===== src/hdl/hrsp_pkg.sv =====
`timescale 1ns / 1ps
// Shared types, character codes and helper functions for the HTTP response
// status parser. No dependencies.

package hrsp_pkg;

  // Character codes used by the framer and the converters.
  localparam logic [7:0] CHAR_HT    = 8'h09;
  localparam logic [7:0] CHAR_LF    = 8'h0A;
  localparam logic [7:0] CHAR_CR    = 8'h0D;
  localparam logic [7:0] CHAR_SPACE = 8'h20;
  localparam logic [7:0] CHAR_PLUS  = 8'h2B;
  localparam logic [7:0] CHAR_MINUS = 8'h2D;
  localparam logic [7:0] CHAR_ZERO  = 8'h30;
  localparam logic [7:0] CHAR_NINE  = 8'h39;

  // Separator match progress: CR LF CR LF is four characters long.
  localparam logic [2:0] SEP_NONE  = 3'd0;
  localparam logic [2:0] SEP_CR1   = 3'd1;
  localparam logic [2:0] SEP_LF1   = 3'd2;
  localparam logic [2:0] SEP_CR2   = 3'd3;
  localparam logic [2:0] SEP_FULL  = 3'd4;

  // Magnitude cap of the converters and saturated code values.
  localparam logic [15:0] MAG_CAP  = 16'h8000;
  localparam logic [15:0] CODE_MAX = 16'h7FFF;
  localparam logic [15:0] CODE_MIN = 16'h8000;

  // Phase of one atoi style converter.
  typedef enum logic [1:0] {
    PH_SKIP   = 2'd0,
    PH_DIGITS = 2'd1,
    PH_STOP   = 2'd2
  } conv_phase_t;

  // Per-transfer control handed to the stateful sub-blocks.
  typedef struct packed {
    logic feed;
    logic restart;
  } hrsp_ctl_t;

  // Framing status seen by the top level.
  typedef struct packed {
    logic head_done;
    logic head_done_next;
    logic space_seen;
    logic space_seen_next;
  } hrsp_frame_t;

  // One result item as it travels through the output stage.
  typedef struct packed {
    logic [7:0]        out_byte;
    logic              in_body;
    logic              done_res;
    logic signed [15:0] status_code;
    logic              separator_found;
  } hrsp_result_t;

  // Whitespace by the C library rules: space, HT, LF, VT, FF and CR.
  function automatic logic is_ws(input logic [7:0] b);
    return (b == CHAR_SPACE) || ((b >= CHAR_HT) && (b <= CHAR_CR));
  endfunction

  function automatic logic is_digit(input logic [7:0] b);
    return (b >= CHAR_ZERO) && (b <= CHAR_NINE);
  endfunction

endpackage


===== src/hdl/hrsp_conv.sv =====
`timescale 1ns / 1ps
// One atoi style status code converter with saturation to 16-bit signed.
// Depends on hrsp_pkg.

module hrsp_conv
  import hrsp_pkg::*;
(
  input  logic               clk,
  input  logic               rst,
  input  hrsp_ctl_t          ctl,
  input  logic [7:0]         data_byte,
  output logic signed [15:0] code
);

  conv_phase_t phase, phase_next;
  logic        negative, negative_next;
  logic [15:0] value, value_next;
  logic        cr_pending, cr_pending_next;
  logic [19:0] product;
  logic [3:0]  digit;

  assign digit   = data_byte[3:0];
  // Ten times the magnitude plus the new digit; the magnitude never exceeds the cap.
  assign product = {1'b0, value, 3'b000} + {3'b000, value, 1'b0} + {16'd0, digit};

  // Next state for one byte of the head.
  always_comb begin
    phase_next      = phase;
    negative_next   = negative;
    value_next      = value;
    cr_pending_next = cr_pending;
    if (ctl.feed) begin
      case (phase)
        PH_SKIP: begin
          cr_pending_next = 1'b0;
          if (cr_pending && (data_byte == CHAR_LF)) begin
            phase_next = PH_STOP;
          end else if (is_ws(data_byte)) begin
            cr_pending_next = (data_byte == CHAR_CR);
          end else if ((data_byte == CHAR_PLUS) || (data_byte == CHAR_MINUS)) begin
            negative_next = (data_byte == CHAR_MINUS);
            phase_next    = PH_DIGITS;
          end else if (is_digit(data_byte)) begin
            value_next = {12'd0, digit};
            phase_next = PH_DIGITS;
          end else begin
            phase_next = PH_STOP;
          end
        end
        PH_DIGITS: begin
          if (is_digit(data_byte)) begin
            value_next = (product > {4'd0, MAG_CAP}) ? MAG_CAP : product[15:0];
          end else begin
            phase_next = PH_STOP;
          end
        end
        default: begin
          phase_next = phase;
        end
      endcase
    end
  end

  // Signed code from the updated sign and magnitude.
  always_comb begin
    if (negative_next) begin
      code = (value_next >= MAG_CAP) ? CODE_MIN : (16'd0 - value_next);
    end else begin
      code = (value_next > CODE_MAX) ? CODE_MAX : value_next;
    end
  end

  // Converter state, cleared at reset and after the last byte of a response.
  always_ff @(posedge clk) begin
    if (rst || ctl.restart) begin
      phase      <= PH_SKIP;
      negative   <= 1'b0;
      value      <= 16'd0;
      cr_pending <= 1'b0;
    end else begin
      phase      <= phase_next;
      negative   <= negative_next;
      value      <= value_next;
      cr_pending <= cr_pending_next;
    end
  end

endmodule


===== src/hdl/hrsp_framer.sv =====
`timescale 1ns / 1ps
// Header framing: tracks the CR LF CR LF separator and the first space of the
// head. Depends on hrsp_pkg.

module hrsp_framer
  import hrsp_pkg::*;
(
  input  logic        clk,
  input  logic        rst,
  input  hrsp_ctl_t   ctl,
  input  logic [7:0]  data_byte,
  output hrsp_frame_t frame
);

  logic [2:0] sep_progress, sep_progress_next;
  logic       head_done;
  logic       space_seen;

  // Separator match: a CR restarts or extends the match, an LF extends it.
  always_comb begin
    if (data_byte == CHAR_CR) begin
      sep_progress_next = (sep_progress == SEP_LF1) ? SEP_CR2 : SEP_CR1;
    end else if ((data_byte == CHAR_LF) &&
                 ((sep_progress == SEP_CR1) || (sep_progress == SEP_CR2))) begin
      sep_progress_next = sep_progress + 3'd1;
    end else begin
      sep_progress_next = SEP_NONE;
    end
  end

  // Status as it stands before and after the current byte.
  always_comb begin
    frame.head_done       = head_done;
    frame.space_seen      = space_seen;
    frame.head_done_next  = head_done || (sep_progress_next == SEP_FULL);
    frame.space_seen_next = space_seen || (!head_done && (data_byte == CHAR_SPACE));
  end

  // Framing state only moves while the head is still being received.
  always_ff @(posedge clk) begin
    if (rst || ctl.restart) begin
      sep_progress <= SEP_NONE;
      head_done    <= 1'b0;
      space_seen   <= 1'b0;
    end else if (ctl.feed && !head_done) begin
      sep_progress <= sep_progress_next;
      head_done    <= frame.head_done_next;
      space_seen   <= frame.space_seen_next;
    end
  end

endmodule


===== src/hdl/hrsp_out_stage.sv =====
`timescale 1ns / 1ps
// Result register with a skid entry, so a new transfer is taken while a
// finished result waits. Depends on hrsp_pkg.

module hrsp_out_stage
  import hrsp_pkg::*;
(
  input  logic         clk,
  input  logic         rst,
  input  logic         push,
  input  hrsp_result_t push_data,
  output logic         full,
  output logic         out_valid,
  input  logic         out_stall,
  output hrsp_result_t out_data
);

  logic         skid_valid;
  hrsp_result_t skid_data;
  logic         take;

  assign take = out_valid && !out_stall;
  // Upstream is held only once the skid entry is occupied.
  assign full = skid_valid;

  // Valid flags of the two entries.
  always_ff @(posedge clk) begin
    if (rst) begin
      out_valid  <= 1'b0;
      skid_valid <= 1'b0;
    end else if (!out_valid || take) begin
      out_valid  <= skid_valid || push;
      skid_valid <= 1'b0;
    end else if (push) begin
      skid_valid <= 1'b1;
    end
  end

  // Payload of the two entries.
  always_ff @(posedge clk) begin
    if (!out_valid || take) begin
      if (skid_valid) begin
        out_data <= skid_data;
      end else if (push) begin
        out_data <= push_data;
      end
    end else if (push) begin
      skid_data <= push_data;
    end
  end

endmodule


===== src/hdl/http_response_status_parser.sv =====
`timescale 1ns / 1ps
// HTTP response status parser: byte-wide head/body marking and status code
// extraction. Depends on hrsp_pkg, hrsp_framer, hrsp_conv and hrsp_out_stage.
//
// Usage:
//   The input channel (in_valid, in_stall, data_byte, last_byte) carries one
//   byte of the response per transfer, last_byte marking its final byte. The
//   output channel (out_valid, out_stall and the result fields) returns one
//   result per input byte, in order: the byte itself, whether it lies in the
//   body, the done flag, the separator flag and, on the last byte, the status
//   code (0 when no CR LF CR LF was seen).
//   Each result is registered before it is output; one byte is taken every
//   cycle while in_stall is low, and the per-byte state update of the
//   framer and the two converters runs in the same cycle as the input.
//   A result register and a skid entry follow that logic: when the receiver
//   stalls, one more byte is still taken, and in_stall rises while both
//   entries are full. in_stall is registered and does not follow out_stall
//   combinationally.
//   Synchronous reset empties the output stage and returns the framer and
//   converters to their initial state; the last byte of a response does the
//   same to the parsing state, so the next byte starts a new response.

module http_response_status_parser
  import hrsp_pkg::*;
(
  input  logic               clk,
  input  logic               rst,
  input  logic               in_valid,
  output logic               in_stall,
  input  logic [7:0]         data_byte,
  input  logic               last_byte,
  output logic               out_valid,
  input  logic               out_stall,
  output logic [7:0]         out_byte,
  output logic               in_body,
  output logic               done_res,
  output logic signed [15:0] status_code,
  output logic               separator_found
);

  logic               accept;
  hrsp_ctl_t          frame_ctl;
  hrsp_ctl_t          main_ctl;
  hrsp_ctl_t          fallback_ctl;
  hrsp_frame_t        frame;
  logic signed [15:0] main_code;
  logic signed [15:0] fallback_code;
  hrsp_result_t       result;
  hrsp_result_t       out_data;

  assign accept = in_valid && !in_stall;

  // Control for the stateful parts; the main converter starts after the first space.
  always_comb begin
    frame_ctl.feed       = accept;
    frame_ctl.restart    = accept && last_byte;
    main_ctl.feed        = accept && !frame.head_done && frame.space_seen;
    main_ctl.restart     = frame_ctl.restart;
    fallback_ctl.feed    = accept && !frame.head_done;
    fallback_ctl.restart = frame_ctl.restart;
  end

  hrsp_framer u_framer (
    .clk       (clk),
    .rst       (rst),
    .ctl       (frame_ctl),
    .data_byte (data_byte),
    .frame     (frame)
  );

  hrsp_conv u_main_conv (
    .clk       (clk),
    .rst       (rst),
    .ctl       (main_ctl),
    .data_byte (data_byte),
    .code      (main_code)
  );

  hrsp_conv u_fallback_conv (
    .clk       (clk),
    .rst       (rst),
    .ctl       (fallback_ctl),
    .data_byte (data_byte),
    .code      (fallback_code)
  );

  // Assemble the result for the byte being transferred.
  always_comb begin
    result.out_byte        = data_byte;
    result.in_body         = frame.head_done;
    result.done_res        = last_byte;
    result.separator_found = frame.head_done_next;
    if (last_byte && frame.head_done_next) begin
      result.status_code = frame.space_seen_next ? main_code : fallback_code;
    end else begin
      result.status_code = 16'sd0;
    end
  end

  hrsp_out_stage u_out_stage (
    .clk       (clk),
    .rst       (rst),
    .push      (accept),
    .push_data (result),
    .full      (in_stall),
    .out_valid (out_valid),
    .out_stall (out_stall),
    .out_data  (out_data)
  );

  assign out_byte        = out_data.out_byte;
  assign in_body         = out_data.in_body;
  assign done_res        = out_data.done_res;
  assign status_code     = out_data.status_code;
  assign separator_found = out_data.separator_found;

endmodule


===== config.mk =====
export PLATFORM = sky130hd
export DESIGN_NAME = http_response_status_parser
export DESIGN_NICKNAME = d
export VERILOG_FILES = /design/src/hdl/hrsp_pkg.sv /design/src/hdl/hrsp_conv.sv /design/src/hdl/hrsp_framer.sv /design/src/hdl/hrsp_out_stage.sv /design/src/hdl/http_response_status_parser.sv
export SDC_FILE = /design/constraint.sdc
export NUM_CORES = 1
export LEC_CHECK = 0
export ABC_AREA = 1
export BUFFER_PORTS_ARGS = -buffer_cell sky130_fd_sc_hd__buf_2
export CAP_MARGIN = 20
export CORE_MARGIN = 8
export CORE_UTILIZATION = 40
export CTS_CLUSTER_DIAMETER = 40
export CTS_CLUSTER_SIZE = 24
export DETAILED_ROUTE_END_ITERATION = 7
export PLACE_DENSITY = 0.63
export SLEW_MARGIN = 20
export SYNTH_ARGS = -nofsm -noshare
export SYNTH_HDL_FRONTEND = slang
export SYNTH_SLANG_ARGS = --single-unit
export TNS_END_PERCENT = 20

===== constraint.sdc =====
create_clock -name clk -period 9.3 [get_ports clk]
set_clock_uncertainty 0.1 [all_clocks]
set_input_delay 0.93 -clock clk [delete_from_list [all_inputs] [get_ports clk]]
set_output_delay 0.93 -clock clk [all_outputs]
set_load 0.02 [all_outputs]

==> flow_summary.ini <==
[run_status]
outcome = complete, no violations

[route]
num_vias = 9597
viasPerCell = 5.13
drtIter0Drc = 878
detail_route.wl_per_cell_um = 15.0
dr.pass1.iters = 6
finalWirelength_um = 28100
drtAntennaViolNets = 0
drc_errors = 0

[clock_network]
cts_sinks = 101
post_cts_resized = 0
cts_setup_buffers = 0
clkSlewWorstSetupHoldPaths_ns = 0.08
clk_latency_ns = 0.36
htreeDepth = 3
cts_buffers = 9
cts_tree = built
ctsHoldBuffers = 0
cts-root-buf = clkbuf_16
cts_buffer_depth = 2

[floorplan]
rows = 56
core_um2 = 23500
chipWidth_um = 171
num_io_pins = 42
die_area_um2 = 29200
start_util = 0.409
die_h_um = 171

[timing]
tightestPinTransition_ns = 0.905
max_freq_ghz = 0.191
grt_setup_unrepaired = no
drv_slew = 0
max_slew_margin = 0.396
finalHoldViolations = 0
tns_ns = 0
period_minus_slack_ns = 5.22
timing.final.crit_share = 0.562
finalSetupViolations = 0

[worst_setup_path]
crit_required_ns = 9.32
crit_top_cell = nand2_1
worst_path_max_delay_cell = fa_1
end_kind = register
cp.arrival_ns = 5.24
max_stage_delay_ns = 0.57
critPathLaunchType = input port
critPathMaxFanout = 15
worstSetupPathType = input port to register

[global_routing]
grt_pass1_wl_um = 45400
grt-ovfl-total = 0
antenna_found_initial = 0
grt_usage = 0.194
grt_pass1_vias = 8810
grt_max_degree = 56

[min_path]
holdCritPathClass = register to register

[placement]
port_buffers = 41
place_congestion = 0.881
hpwl_um = 22200

[pwr]
leakagePower_nw = 5.26
clock_power_share = 0.374
p_int_mw = 0.714
p_seq_frac = 0.478
sw_frac_of_total = 0.302
powerDensity_nw_per_um2 = 98.7
switching_power_mw = 0.309
power_frac_comb = 0.148
peakVddDrop_mv = 0.0903

[finish]
nets = 1631
fill_cells = 2478
area_growth_pct = 8.04
diodes = 0
drive_gt1_frac = 0.117
fin_util = 0.441

[flow_run]
max_cap_viol_count = 0

[synthesis]
ys_seq_area_frac = 0.267
syn-instance-count = 1523
synthArstFlopShare = 0
syn_nets = 1608
synth_edf_count = 54
yosys_warnings = 0
synth_flop_cell = edfxtp_1
synth_seq_cells = 101
synthDistinctLibCells = 54
syn_area_um2 = 9590
syn_avg_cell_area_um2 = 6.30
[cell families after synthesis]
| group | after synthesis | share of synthesized area |
|---|---|---|
| and+or+nand+nor | 944 | 0.434 |
| xor gates and xnor gates | 2 | 0.00183 |
| AOI/OAI and AO/OA | 150 | 0.0933 |
| buffers and inverters | 254 | 0.107 |
| adders and majority gates | 72 | 0.0971 |
| DFF | 101 | 0.267 |
[metal layers]
metal	vias up	global-route usage	wire, µm
li1	4918	-	-
met1	4374	0.268	13500
met2	261	0.311	12600
met3	44	0.0247	1450
met4	0	0.0578	627
met5	-	0	0
[path summary, 6_finish.rpt]
| check | startpoint | to | slack, ns | depth (start not counted) |
|---|---|---|---|---|
| worst max-delay path | data_byte[3] | u_out_stage.out_data[9] | 4.08 | 32 |
| worst min-delay path | u_fallback_conv.cr_pending | u_fallback_conv.cr_pending | 0.38 | 2 |
| worst max register to register | u_fallback_conv.value[2] | u_out_stage.out_data[9] | 4.49 | 31 |
| worst min register to register | u_fallback_conv.cr_pending | u_fallback_conv.cr_pending | 0.38 | 2 |
[flip-flops by register name, indices dropped and copies added (netlist names), 2 cells and up]
register	cells
u_out_stage.out_data	27
u_main_conv.phase	2
u_out_stage.skid_data	27
u_fallback_conv.value	16
u_fallback_conv.phase	2
u_main_conv.value	16
u_framer.sep_progress	3
[worst max-delay path, delay by kind of cell]
kind	cells	cell delay, ns
AOI/OAI and AO/OA	1	0.10
adders and majority gates	3	1.29
buffers and inverters	5	0.48
and+or+nand+nor	23	2.41
[stage by stage]
stage / cells / setup slack, ns / instance area, µm² / hold slack (ns) / total power [mW]
5_1_grt: 1870 / 3.62 / 10400 / 0.413 / 1.06
6_report: 1870 / 4.08 / 10400 / 0.379 / 1.02
2_1_floorplan: 1523 / 4.73 / 9590 / 0.354 / 0.602
4_1_cts: 1870 / 4.15 / 10400 / 0.378 / 1.02
3_3_place_gp: 1854 / 3.81 / 10100 / 0.368 / 0.648
3_5_place_dp: 1854 / 3.79 / 10100 / 0.368 / 0.648
[cell type report]
cell class	count	area, µm²	area share
tap	319	399	0.0385
sequential	101	2560	0.247
inverter	216	813	0.0785
timing repair buffer	50	273	0.0263
multi-input combinational	1168	6020	0.581
clock buffer	9	225	0.0217
clock inverter	7	65.1	0.00628
[placed cells by master (no fill, tap or decap), types with 7 or more instances in the layout]
master | netlist | routed
nor2_1 | 181 | 180
ha_1 | 68 | 68
nand4_1 | 22 | 22
nand2_2 | 35 | 35
dfxtp_1 | 47 | 47
nand3b_1 | 8 | 8
buf_4 | 2 | 9
buf_2 | 16 | 41
nand2_1 | 512 | 512
a21oi_2 | 6 | 7
nor3_1 | 12 | 12
edfxtp_1 | 54 | 54
a21oi_1 | 58 | 57
clkbuf_16 | 0 | 9
and2_1 | 7 | 7
nor2_4 | 8 | 8
nand3_1 | 120 | 120
inv_1 | 193 | 193
o21ai_0 | 43 | 43
inv_2 | 20 | 20
nand3_2 | 19 | 19
nor2_2 | 12 | 13
[power groups by stage]
stage	sequential (mW)	clock [mW]	combinational (mW)
finish	0.488	0.383	0.152
global route	0.490	0.403	0.167
CTS	0.488	0.386	0.150
detailed placement	0.499	0	0.149
global placement	0.499	0	0.149
floorplan	0.508	0	0.0936
[cells in the mapped netlist, types with 5 or more instances]
library cell	instances	area [µm²]
nand2_1	512	1920
inv_2	20	75.1
nor2_4	8	90.1
inv_1	193	724
nor2_1	181	679
o21ai_0	43	215
a21oi_1	58	290
nor3_1	12	60.1
nor2_2	12	75.1
nand3_2	19	190
a31oi_1	6	37.5
o21ai_1	5	25.0
dfxtp_1	47	941
nand4_1	22	138
a21oi_2	6	52.6
buf_2	16	80.1
edfxtp_1	54	1620
nand3b_1	8	60.1
nand2_2	35	219
nand3_1	120	601
clkbuf_1	14	52.6
buf_6	5	56.3
and2_1	7	43.8
ha_1	68	851
Note: power is estimated with default switching activity, not from simulation.
